$ cat src/sv/hkd_pkg.sv
// Package: shared constants, codes and control types for the keypoint decoder.
`default_nettype none
package hkd_pkg;

  localparam int HM_WIDTH  = 48;
  localparam int HM_HEIGHT = 64;
  localparam int KEYPOINTS = 17;

  localparam int SCORE_W   = 16;
  localparam int COL_W     = (HM_WIDTH > 1) ? $clog2(HM_WIDTH) : 1;
  localparam int ROW_W     = (HM_HEIGHT > 1) ? $clog2(HM_HEIGHT) : 1;
  localparam int POS_W     = (COL_W > ROW_W) ? COL_W : ROW_W;
  localparam int HM_MAX    = (HM_WIDTH > HM_HEIGHT) ? HM_WIDTH : HM_HEIGHT;
  localparam int HM_SZ_W   = $clog2(HM_MAX + 1);
  localparam int LAYER_W   = 5;
  localparam int NET_W     = 11;
  localparam int SRC_W     = 14;
  localparam int CFG_W     = 14;
  localparam int CFG_IDX_W = 2;
  localparam int PROD_W    = NET_W + SRC_W;
  localparam int DIV_N_W   = PROD_W + 2;
  localparam int DIV_D_W   = NET_W + 1;
  localparam int DIV_CNT_W = $clog2(DIV_N_W);

  // Heatmap-to-network step: divide by 2*size through a reciprocal multiply.
  localparam int     MID_N_W    = POS_W + NET_W + 1;
  localparam int     RCP_SH     = MID_N_W + $clog2(2 * HM_MAX);
  localparam int     MID_P_W    = MID_N_W + RCP_SH;
  localparam longint RCP_WIDTH  =
    ((longint'(1) << RCP_SH) + 2 * HM_WIDTH - 1) / (2 * HM_WIDTH);
  localparam longint RCP_HEIGHT =
    ((longint'(1) << RCP_SH) + 2 * HM_HEIGHT - 1) / (2 * HM_HEIGHT);

  localparam logic [NET_W-1:0] NET_WIDTH_RST  = NET_W'(192);
  localparam logic [NET_W-1:0] NET_HEIGHT_RST = NET_W'(256);
  localparam logic [SRC_W-1:0] SRC_WIDTH_RST  = SRC_W'(1920);
  localparam logic [SRC_W-1:0] SRC_HEIGHT_RST = SRC_W'(1080);

  typedef enum logic [CFG_IDX_W-1:0] {
    CFG_NET_WIDTH,
    CFG_NET_HEIGHT,
    CFG_SRC_WIDTH,
    CFG_SRC_HEIGHT
  } cfg_idx_t;

  typedef enum logic [2:0] {
    ST_SCAN,
    ST_MUL1,
    ST_SCALE1,
    ST_MUL2,
    ST_START2,
    ST_DIV2,
    ST_EMIT
  } state_t;

  typedef struct packed {
    logic accept;
    logic prod_load;
    logic mid_load;
    logic div_start;
    logic step;
    logic axis;
    logic coord_store;
    logic emit;
  } cmd_t;

  typedef struct packed {
    logic layer_end;
    logic div_done;
    logic out_free;
  } stat_t;

endpackage
`default_nettype wire

$ cat src/sv/hkd_div.sv
// Iterative restoring divider, one quotient bit per cycle.
`default_nettype none
module hkd_div (
  input  logic                        clk,
  input  logic                        rst,
  input  logic                        start,
  input  logic [hkd_pkg::DIV_N_W-1:0] num,
  input  logic [hkd_pkg::DIV_D_W-1:0] den,
  output logic [hkd_pkg::DIV_N_W-1:0] quo,
  output logic                        done
);

  logic [hkd_pkg::DIV_D_W-1:0]   rem;
  logic [hkd_pkg::DIV_D_W-1:0]   den_q;
  logic [hkd_pkg::DIV_CNT_W-1:0] cnt;
  logic                          busy;
  logic [hkd_pkg::DIV_D_W:0]     rem_sh;
  logic [hkd_pkg::DIV_D_W:0]     diff;

  assign rem_sh = {rem, quo[hkd_pkg::DIV_N_W-1]};
  assign diff   = rem_sh - {1'b0, den_q};

  always_ff @(posedge clk) begin
    if (rst) begin
      busy <= 1'b0;
      done <= 1'b0;
      cnt  <= '0;
    end else begin
      done <= 1'b0;
      if (start) begin
        busy <= 1'b1;
        cnt  <= '0;
      end else if (busy) begin
        cnt <= cnt + 1'b1;
        if (cnt == hkd_pkg::DIV_CNT_W'(hkd_pkg::DIV_N_W - 1)) begin
          busy <= 1'b0;
          done <= 1'b1;
        end
      end
    end
  end

  always_ff @(posedge clk) begin
    if (start) begin
      quo   <= num;
      rem   <= '0;
      den_q <= den;
    end else if (busy) begin
      if (!diff[hkd_pkg::DIV_D_W]) begin
        rem <= diff[hkd_pkg::DIV_D_W-1:0];
        quo <= {quo[hkd_pkg::DIV_N_W-2:0], 1'b1};
      end else begin
        rem <= rem_sh[hkd_pkg::DIV_D_W-1:0];
        quo <= {quo[hkd_pkg::DIV_N_W-2:0], 1'b0};
      end
    end
  end

endmodule
`default_nettype wire

$ cat src/sv/hkd_datapath.sv
// Datapath: argmax tracking, configuration registers, coordinate scaling, result register.
`default_nettype none
module hkd_datapath (
  input  logic                                clk,
  input  logic                                rst,
  input  hkd_pkg::cmd_t                       cmd,
  output hkd_pkg::stat_t                      stat,
  input  logic signed [hkd_pkg::SCORE_W-1:0]  score,
  input  logic                                cfg_we,
  input  logic [hkd_pkg::CFG_IDX_W-1:0]       cfg_index,
  input  logic [hkd_pkg::CFG_W-1:0]           cfg_data,
  output logic                                out_valid,
  input  logic                                out_ready,
  output logic [hkd_pkg::LAYER_W-1:0]         keypoint_index,
  output logic [hkd_pkg::SRC_W-1:0]           point_x,
  output logic [hkd_pkg::SRC_W-1:0]           point_y,
  output logic                                last_keypoint
);

  logic [hkd_pkg::NET_W-1:0]   net_width;
  logic [hkd_pkg::NET_W-1:0]   net_height;
  logic [hkd_pkg::SRC_W-1:0]   src_width;
  logic [hkd_pkg::SRC_W-1:0]   src_height;

  logic signed [hkd_pkg::SCORE_W-1:0] best_score;
  logic [hkd_pkg::COL_W-1:0]   best_col;
  logic [hkd_pkg::ROW_W-1:0]   best_row;
  logic [hkd_pkg::COL_W-1:0]   col_count;
  logic [hkd_pkg::ROW_W-1:0]   row_count;
  logic [hkd_pkg::LAYER_W-1:0] layer_count;

  logic [hkd_pkg::PROD_W-1:0]  prod;
  logic [hkd_pkg::NET_W-1:0]   nx;
  logic [hkd_pkg::SRC_W-1:0]   coord_x;
  logic [hkd_pkg::SRC_W-1:0]   coord_y;

  logic                        col_last;
  logic                        row_last;
  logic                        first;
  logic [hkd_pkg::POS_W-1:0]   pos_sel;
  logic [hkd_pkg::HM_SZ_W-1:0] hm_sel;
  logic [hkd_pkg::NET_W-1:0]   net_sel;
  logic [hkd_pkg::SRC_W-1:0]   src_sel;
  logic [hkd_pkg::RCP_SH-1:0]  rcp_sel;
  logic [hkd_pkg::MID_N_W-1:0] mid_num;
  logic [hkd_pkg::MID_P_W-1:0] mid_prod;
  logic [hkd_pkg::SRC_W-1:0]   coord_val;
  logic [hkd_pkg::DIV_N_W-1:0] div_num;
  logic [hkd_pkg::DIV_D_W-1:0] div_den;
  logic [hkd_pkg::DIV_N_W-1:0] div_quo;
  logic                        div_done;

  assign col_last = (col_count == hkd_pkg::COL_W'(hkd_pkg::HM_WIDTH - 1));
  assign row_last = (row_count == hkd_pkg::ROW_W'(hkd_pkg::HM_HEIGHT - 1));
  assign first    = (col_count == '0) && (row_count == '0);

  assign stat.layer_end = col_last && row_last;
  assign stat.div_done  = div_done;
  assign stat.out_free  = !out_valid || out_ready;

  assign pos_sel = cmd.axis ? hkd_pkg::POS_W'(best_row) : hkd_pkg::POS_W'(best_col);
  assign hm_sel  = cmd.axis ? hkd_pkg::HM_SZ_W'(hkd_pkg::HM_HEIGHT)
                            : hkd_pkg::HM_SZ_W'(hkd_pkg::HM_WIDTH);
  assign net_sel = cmd.axis ? net_height : net_width;
  assign src_sel = cmd.axis ? src_height : src_width;
  assign rcp_sel = cmd.axis ? hkd_pkg::RCP_SH'(hkd_pkg::RCP_HEIGHT)
                            : hkd_pkg::RCP_SH'(hkd_pkg::RCP_WIDTH);

  assign mid_num  = hkd_pkg::MID_N_W'({prod, 1'b0}) + hkd_pkg::MID_N_W'(hm_sel);
  assign mid_prod = hkd_pkg::MID_P_W'(mid_num) * hkd_pkg::MID_P_W'(rcp_sel);

  assign coord_val = (net_sel == '0) ? '0 : div_quo[hkd_pkg::SRC_W-1:0];

  assign div_num = hkd_pkg::DIV_N_W'({prod, 1'b0}) + hkd_pkg::DIV_N_W'(net_sel);
  assign div_den = {net_sel, 1'b0};

  hkd_div u_div (
    .clk   (clk),
    .rst   (rst),
    .start (cmd.div_start),
    .num   (div_num),
    .den   (div_den),
    .quo   (div_quo),
    .done  (div_done)
  );

  always_ff @(posedge clk) begin
    if (rst) begin
      col_count   <= '0;
      row_count   <= '0;
      layer_count <= '0;
      out_valid   <= 1'b0;
      net_width   <= hkd_pkg::NET_WIDTH_RST;
      net_height  <= hkd_pkg::NET_HEIGHT_RST;
      src_width   <= hkd_pkg::SRC_WIDTH_RST;
      src_height  <= hkd_pkg::SRC_HEIGHT_RST;
    end else begin
      if (cmd.accept) begin
        if (col_last) begin
          col_count <= '0;
          row_count <= row_last ? '0 : row_count + 1'b1;
        end else begin
          col_count <= col_count + 1'b1;
        end
      end
      if (cmd.emit) begin
        out_valid   <= 1'b1;
        layer_count <= (layer_count == hkd_pkg::LAYER_W'(hkd_pkg::KEYPOINTS - 1))
                       ? '0 : layer_count + 1'b1;
      end else if (out_ready) begin
        out_valid <= 1'b0;
      end
      if (cfg_we) begin
        case (hkd_pkg::cfg_idx_t'(cfg_index))
          hkd_pkg::CFG_NET_WIDTH:  net_width  <= cfg_data[hkd_pkg::NET_W-1:0];
          hkd_pkg::CFG_NET_HEIGHT: net_height <= cfg_data[hkd_pkg::NET_W-1:0];
          hkd_pkg::CFG_SRC_WIDTH:  src_width  <= cfg_data[hkd_pkg::SRC_W-1:0];
          hkd_pkg::CFG_SRC_HEIGHT: src_height <= cfg_data[hkd_pkg::SRC_W-1:0];
          default: ;
        endcase
      end
    end
  end

  always_ff @(posedge clk) begin
    if (cmd.accept && (first || (score > best_score))) begin
      best_score <= score;
      best_col   <= col_count;
      best_row   <= row_count;
    end
    if (cmd.prod_load) begin
      if (cmd.step) begin
        prod <= hkd_pkg::PROD_W'(nx) * hkd_pkg::PROD_W'(src_sel);
      end else begin
        prod <= hkd_pkg::PROD_W'(pos_sel) * hkd_pkg::PROD_W'(net_sel);
      end
    end
    if (cmd.mid_load) begin
      nx <= mid_prod[hkd_pkg::RCP_SH +: hkd_pkg::NET_W];
    end
    if (cmd.coord_store) begin
      if (cmd.axis) begin
        coord_y <= coord_val;
      end else begin
        coord_x <= coord_val;
      end
    end
    if (cmd.emit) begin
      keypoint_index <= layer_count;
      point_x        <= coord_x;
      point_y        <= coord_y;
      last_keypoint  <= (layer_count == hkd_pkg::LAYER_W'(hkd_pkg::KEYPOINTS - 1));
    end
  end

endmodule
`default_nettype wire

$ cat src/sv/hkd_ctrl.sv
// Controller: sequences score intake, the two scaling steps per axis and the result load.
`default_nettype none
module hkd_ctrl (
  input  logic           clk,
  input  logic           rst,
  input  logic           in_valid,
  output logic           in_ready,
  input  hkd_pkg::stat_t stat,
  output hkd_pkg::cmd_t  cmd
);

  hkd_pkg::state_t state;
  hkd_pkg::state_t state_next;
  logic            axis;
  logic            axis_next;

  always_ff @(posedge clk) begin
    if (rst) begin
      state <= hkd_pkg::ST_SCAN;
      axis  <= 1'b0;
    end else begin
      state <= state_next;
      axis  <= axis_next;
    end
  end

  always_comb begin
    state_next      = state;
    axis_next       = axis;
    in_ready        = 1'b0;
    cmd             = '0;
    cmd.axis        = axis;
    case (state)
      hkd_pkg::ST_SCAN: begin
        in_ready   = 1'b1;
        cmd.accept = in_valid;
        if (in_valid && stat.layer_end) begin
          state_next = hkd_pkg::ST_MUL1;
        end
      end
      hkd_pkg::ST_MUL1: begin
        cmd.prod_load = 1'b1;
        state_next    = hkd_pkg::ST_SCALE1;
      end
      hkd_pkg::ST_SCALE1: begin
        cmd.mid_load = 1'b1;
        state_next   = hkd_pkg::ST_MUL2;
      end
      hkd_pkg::ST_MUL2: begin
        cmd.step      = 1'b1;
        cmd.prod_load = 1'b1;
        state_next    = hkd_pkg::ST_START2;
      end
      hkd_pkg::ST_START2: begin
        cmd.step      = 1'b1;
        cmd.div_start = 1'b1;
        state_next    = hkd_pkg::ST_DIV2;
      end
      hkd_pkg::ST_DIV2: begin
        cmd.step = 1'b1;
        if (stat.div_done) begin
          cmd.coord_store = 1'b1;
          axis_next       = !axis;
          state_next      = axis ? hkd_pkg::ST_EMIT : hkd_pkg::ST_MUL1;
        end
      end
      hkd_pkg::ST_EMIT: begin
        if (stat.out_free) begin
          cmd.emit   = 1'b1;
          state_next = hkd_pkg::ST_SCAN;
        end
      end
      default: begin
        state_next = hkd_pkg::ST_SCAN;
      end
    endcase
  end

endmodule
`default_nettype wire

$ cat src/sv/heatmap_argmax_keypoint_decoder_top.sv
// Top level of the heatmap argmax keypoint decoder.
//
//  channel  | handshake           | payload
//  ---------+---------------------+------------------------------------------------
//  input    | in_valid/in_ready   | score
//  output   | out_valid/out_ready | keypoint_index, point_x, point_y, last_keypoint
//  config   | cfg_we              | cfg_index, cfg_data
//
// One score beat per cycle within a layer. After the last score of a layer
// intake holds while, per axis, a multiply, a reciprocal multiply for the
// heatmap-to-network step and a 27-step divider for the network-to-source step
// run, and then the result is loaded into the output register.
// Synchronous active-high reset clears counters and output valid and loads the default configuration.
// A stalled output holds; intake resumes once the result is loaded.
`default_nettype none
module heatmap_argmax_keypoint_decoder_top (
  input  logic                               clk,
  input  logic                               rst,
  input  logic                               in_valid,
  output logic                               in_ready,
  input  logic signed [hkd_pkg::SCORE_W-1:0] score,
  output logic                               out_valid,
  input  logic                               out_ready,
  output logic [hkd_pkg::LAYER_W-1:0]        keypoint_index,
  output logic [hkd_pkg::SRC_W-1:0]          point_x,
  output logic [hkd_pkg::SRC_W-1:0]          point_y,
  output logic                               last_keypoint,
  input  logic                               cfg_we,
  input  logic [hkd_pkg::CFG_IDX_W-1:0]      cfg_index,
  input  logic [hkd_pkg::CFG_W-1:0]          cfg_data
);

  hkd_pkg::cmd_t  cmd;
  hkd_pkg::stat_t stat;

  hkd_ctrl u_ctrl (
    .clk      (clk),
    .rst      (rst),
    .in_valid (in_valid),
    .in_ready (in_ready),
    .stat     (stat),
    .cmd      (cmd)
  );

  hkd_datapath u_dp (
    .clk            (clk),
    .rst            (rst),
    .cmd            (cmd),
    .stat           (stat),
    .score          (score),
    .cfg_we         (cfg_we),
    .cfg_index      (cfg_index),
    .cfg_data       (cfg_data),
    .out_valid      (out_valid),
    .out_ready      (out_ready),
    .keypoint_index (keypoint_index),
    .point_x        (point_x),
    .point_y        (point_y),
    .last_keypoint  (last_keypoint)
  );

endmodule
`default_nettype wire

$ cat config.mk
export PLATFORM = sky130hd
export DESIGN_NAME = heatmap_argmax_keypoint_decoder_top
export DESIGN_NICKNAME = d
export VERILOG_FILES = /design/src/sv/hkd_pkg.sv /design/src/sv/hkd_div.sv /design/src/sv/hkd_datapath.sv /design/src/sv/hkd_ctrl.sv /design/src/sv/heatmap_argmax_keypoint_decoder_top.sv
export SDC_FILE = /design/constraint.sdc
export NUM_CORES = 1
export LEC_CHECK = 0
export BUFFER_PORTS_ARGS = -buffer_cell sky130_fd_sc_hd__buf_2
export CAP_MARGIN = 0
export CORE_MARGIN = 2
export CORE_UTILIZATION = 35
export DETAILED_ROUTE_END_ITERATION = 6
export GPL_TIMING_DRIVEN = 1
export RECOVER_POWER = 100
export SLEW_MARGIN = 20
export SYNTH_ARGS = -nofsm -noshare
export SYNTH_HDL_FRONTEND = slang
export SYNTH_HIERARCHICAL = 1
export SYNTH_SLANG_ARGS = --single-unit
$ cat constraint.sdc
create_clock -name clk -period 20.2 [get_ports clk]
set_input_delay 3.03 -clock clk [delete_from_list [all_inputs] [get_ports clk]]
set_output_delay 3.03 -clock clk [all_outputs]
set_load 0.01 [all_outputs]
==> results.txt <==
The flow ran to the end, but the final reports show violations. The final reports fail on DRC, capacitance limit, slew limit. The overall overflow remaining after global route came out at 0.

The remaining antenna violation count after routing is 0. The net count after synthesis came out at 2951. The sequential area share after synthesis is 28.5%. Input and output buffers added on the ports amount to 72.

Synthesis handed over a netlist of 2419 instances. Global routing used 15.8% of the available tracks. The predominant post-synthesis flop cell is edfxtp_1. The core outline area came out at 0.0673 mm². Of all flip-flops after synthesis, the portion carrying an async set or reset was 0%.

The most prevalent standard cell on the critical path is fa_1. The count of cell types in the netlist is 90. The number of antenna violations at the first check in global routing is 0.

The area overhead of the layout relative to synthesis came out at 8.40%. Setup repair after global routing left no endpoint under its margin. After clock tree synthesis, the clock-pin slew on the worst setup and hold paths is 0.06 ns.

Summed over all instances, the cell type with the most area after synthesis is edfxtp_1. The post-route setup TNS is 0 ns. Summing the areas of all compound-gate instances in the mapped netlist gives 8.51% of the synthesized area. The number of setup buffers added after CTS is 0. After synthesis, the cell types taking the most area are edfxtp_1 21%, fa_1 20%, ha_1 14%.

At the worst endpoint, the arrival time is 10.05 ns. The number of buffers on the longest clock path came out at 3. The cell at the root of the clock tree is clkbuf_16.

The worst path needs 9.75 ns of the cycle, external delays included. The count of instances resized after the clock tree is built is 0. The clock latency at the later pin of the worst-skew pair came out at 0.56 ns. The wire length of the first global-routing pass is 91.0 mm. Across the whole layout, storage elements account for 0.00678 mm². In the routed design, unresolved DRC markers number 1. The post-synthesis average cell area is 9.83 µm². The warning count from the yosys run came out at 6. The post-synthesis simple-gate area fraction came out at 14.5%.

CTS saw 256 sinks. The routed via count came out at 16900. Counting the buffers created by CTS gives 28. The number of max-cap violations is 6. The slew of the pin with the lowest slew margin came out at 3.20 ns. Summing the areas of all fa, ha and maj instances in the mapped netlist gives 33.5% of the synthesized area.

Row generation in the floorplan step produced 95 rows. The number of inserted filler cells in the final layout is 6680. The ratio of cells with drive above 1 in the final layout came out at 5.44%.

Among all stages on the critical path, the largest delay is contributed by clkbuf_1. From left edge to right edge, the die measures 265 µm. The first-iteration detailed-routing DRC count came out at 1136. The share of Yosys cell area claimed by the top area cell type came out at 20.8%. The total wirelength of the detailed-routed design is 55.0 mm. The count of H-tree levels built during CTS is 1.

STA classifies the critical path endpoint as a register. The worst slew slack as a fraction of its limit is -113%. After synthesis, the largest family of logic cells by area is adder cells. Traced cell by cell, the critical path runs through clkbuf_1, ha_1, a21oi_1, nor4_1, xnor2_1, nor2_1, ha_1, fa_1, inv_1, fa_1, inv_1, fa_1, inv_1, fa_1, fa_1, inv_1, ha_1, and3_1, nor3b_1, a211oi_1, o31ai_1, o211a_4, o211ai_1, xor2_1.

The final RePlAce weighted congestion came out at 0.855. In this design, the stage delay of the slowest critical-path cell is 2.23 ns. The area share of xor/xnor cells in the synthesized design came out at 3.59%. The maximum fanout along the worst path is 59.

The cts-stage hold buffer count came out at 0. The count of boundary I/O pins came out at 73. The clock tree from TritonCTS is built. Entering global routing, the biggest net connects 69 pins. The type of the worst setup path is register to register. The synthesized cell area came out at 0.0238 mm². The multi-input gate area in the final layout came out at 0.0152 mm².

The area enclosed by the die boundary came out at 0.0701 mm². For this configuration, the core starts out at a cell density of 35.4%. The height of the die is 265 µm. The number of endpoints with negative hold slack in the final report is 0. The commonest cells after synthesis are 386 x inv_1, 301 x nand2_1, 260 x ha_1. The portion of netlist area occupied by mux cells is 3.78%.

The iteration count of the initial detailed-routing pass is 7. The worst setup path is launched from a register. The flip-flop and latch count after synthesis is 256. Summed over all nets, the half-perimeter wirelength after detailed placement is 43.3 mm. The repair_antennas step left the layout with diodes totalling 0. Between clock sinks in the finished design, the worst skew comes to 0.0156 ns. The via count of the first global-routing pass was 17800. STA puts the critical path data required time at 20.50 ns. The final number of max-transition violations is 251. The path class of the tightest hold or removal check is register to register. The maximum clock frequency came out at 103 MHz. The number of flops mapped to enable cells by yosys came out at 165. In the routed layout, each cell is associated on average with a via count of 5.08. Of the available clock period, the critical path in the final layout requires 48.3%. The most common cell in the netlist is inv_1.

Setup violations remaining at the end of the flow were counted as 0. The post-detailed-route wirelength per cell came out at 16.5 µm. The final-stage net count is 2976.
-- sequential cells by signal, indices dropped and copies added, names as in the netlist, 6 cells and up --
signal,count
u_dp/best_col,6
u_dp/best_row,6
u_dp/nx,11
u_dp/net_width,11
u_dp/u_div/rem,12
u_dp/u_div/den_q,12
u_dp/coord_x,14
u_dp/u_div/quo,27
u_dp/best_score,16
u_dp/coord_y,14
u_dp/row_count,6
u_dp/point_y,14
u_dp/col_count,6
u_dp/point_x,14
u_dp/src_width,14
u_dp/src_height,14
u_dp/net_height,11
u_dp/prod,25
-- metrics by stage --
stage	setup WS (ns)	util, %	cell area (µm²)	std cells	hold WS (ns)
global placement	12.49	37.1	25000	3287	0.406
detailed placement	12.35	37.1	25000	3287	0.407
floorplan	11.91	-	23800	2419	0.400
finish	10.45	38.3	25800	3338	0.419
global route	9.69	38.3	25800	3338	0.426
CTS	12.31	38.6	25900	3338	0.420
-- final timing paths --
check | from | end | slack (ns) | cells after the start
hold reg to reg | u_dp/coord_y[12]$_DFFE_PP_ | u_dp/point_y[12]$_DFFE_PP_ | 0.42 | 0
setup / recovery | u_ctrl/axis$_SDFFE_PP0P_ | u_dp/nx[8]$_DFFE_PP_ | 10.45 | 24
setup reg to reg | u_ctrl/axis$_SDFFE_PP0P_ | u_dp/nx[8]$_DFFE_PP_ | 10.45 | 24
hold / removal | u_dp/coord_y[12]$_DFFE_PP_ | u_dp/point_y[12]$_DFFE_PP_ | 0.42 | 0
-- critical path: cells and delay by family, from the launching register on --
| kind | cells | cell delay (ns) |
|---|---|---|
| adder cells (fa/ha/maj) | 8 | 3.79 |
| buffers and inverters | 5 | 2.54 |
| AND/OR/NAND/NOR | 4 | 1.18 |
| AO/OA/AOI/OAI | 5 | 1.10 |
| XOR/XNOR | 2 | 0.53 |
| flip-flops | 1 | 0.32 |
-- cell families (layout without fill, tap and decap cells) --
kind of cell             Yosys count  count (layout)
AND/OR/NAND/NOR                  713             713
adder cells (fa/ha/maj)          495             495
buffers and inverters            473             519
AO/OA/AOI/OAI                    302             302
flip-flops                       256             256
XOR/XNOR                          96              96
multiplexers                      83              83
other                              1               1
-- placed cells by master (no fill, tap or decap), drive strengths merged, types with 6 or more instances in the layout --
cell type / count
a211oi: 8
a21o: 31
a21oi: 95
a311oi: 8
a31oi: 9
and2: 72
and3: 12
and4: 7
buf: 26
clkbuf: 98
dfxtp: 91
edfxtp: 165
fa: 235
ha: 260
inv: 389
mux2: 55
mux2i: 28
nand2: 301
nand2b: 28
nand3: 29
nand3b: 14
nand4: 22
nor2: 123
nor2b: 33
nor3: 25
nor4: 8
o211ai: 12
o21a: 13
o21ai: 58
o311ai: 6
o31ai: 6
or2: 7
xnor2: 51
xor2: 44
-- cell type report --
cell class / instances / area share (%)
multi-input combinational: 1690 / 58.8
sequential: 256 / 26.3
clock inverter: 9 / 0.340
timing repair buffer: 82 / 1.35
inverter: 386 / 5.62
clock buffer: 42 / 3.37
tap: 873 / 4.24
-- metal layers --
metal / vias to the layer above / global-route usage [%] / share of wire [%] / wire length (µm)
met3: 64 / 1.90 / 4.9 / 2670
met5: - / 0 / 0 / 0
met1: 8409 / 21.1 / 44 / 24500
met2: 401 / 27.5 / 49 / 26800
met4: 0 / 3.89 / 2.0 / 1100
li1: 8067 / - / - / -
Power is not shown: default switching activity piles up to over one toggle a cycle in this logic, so the estimate is an artifact.
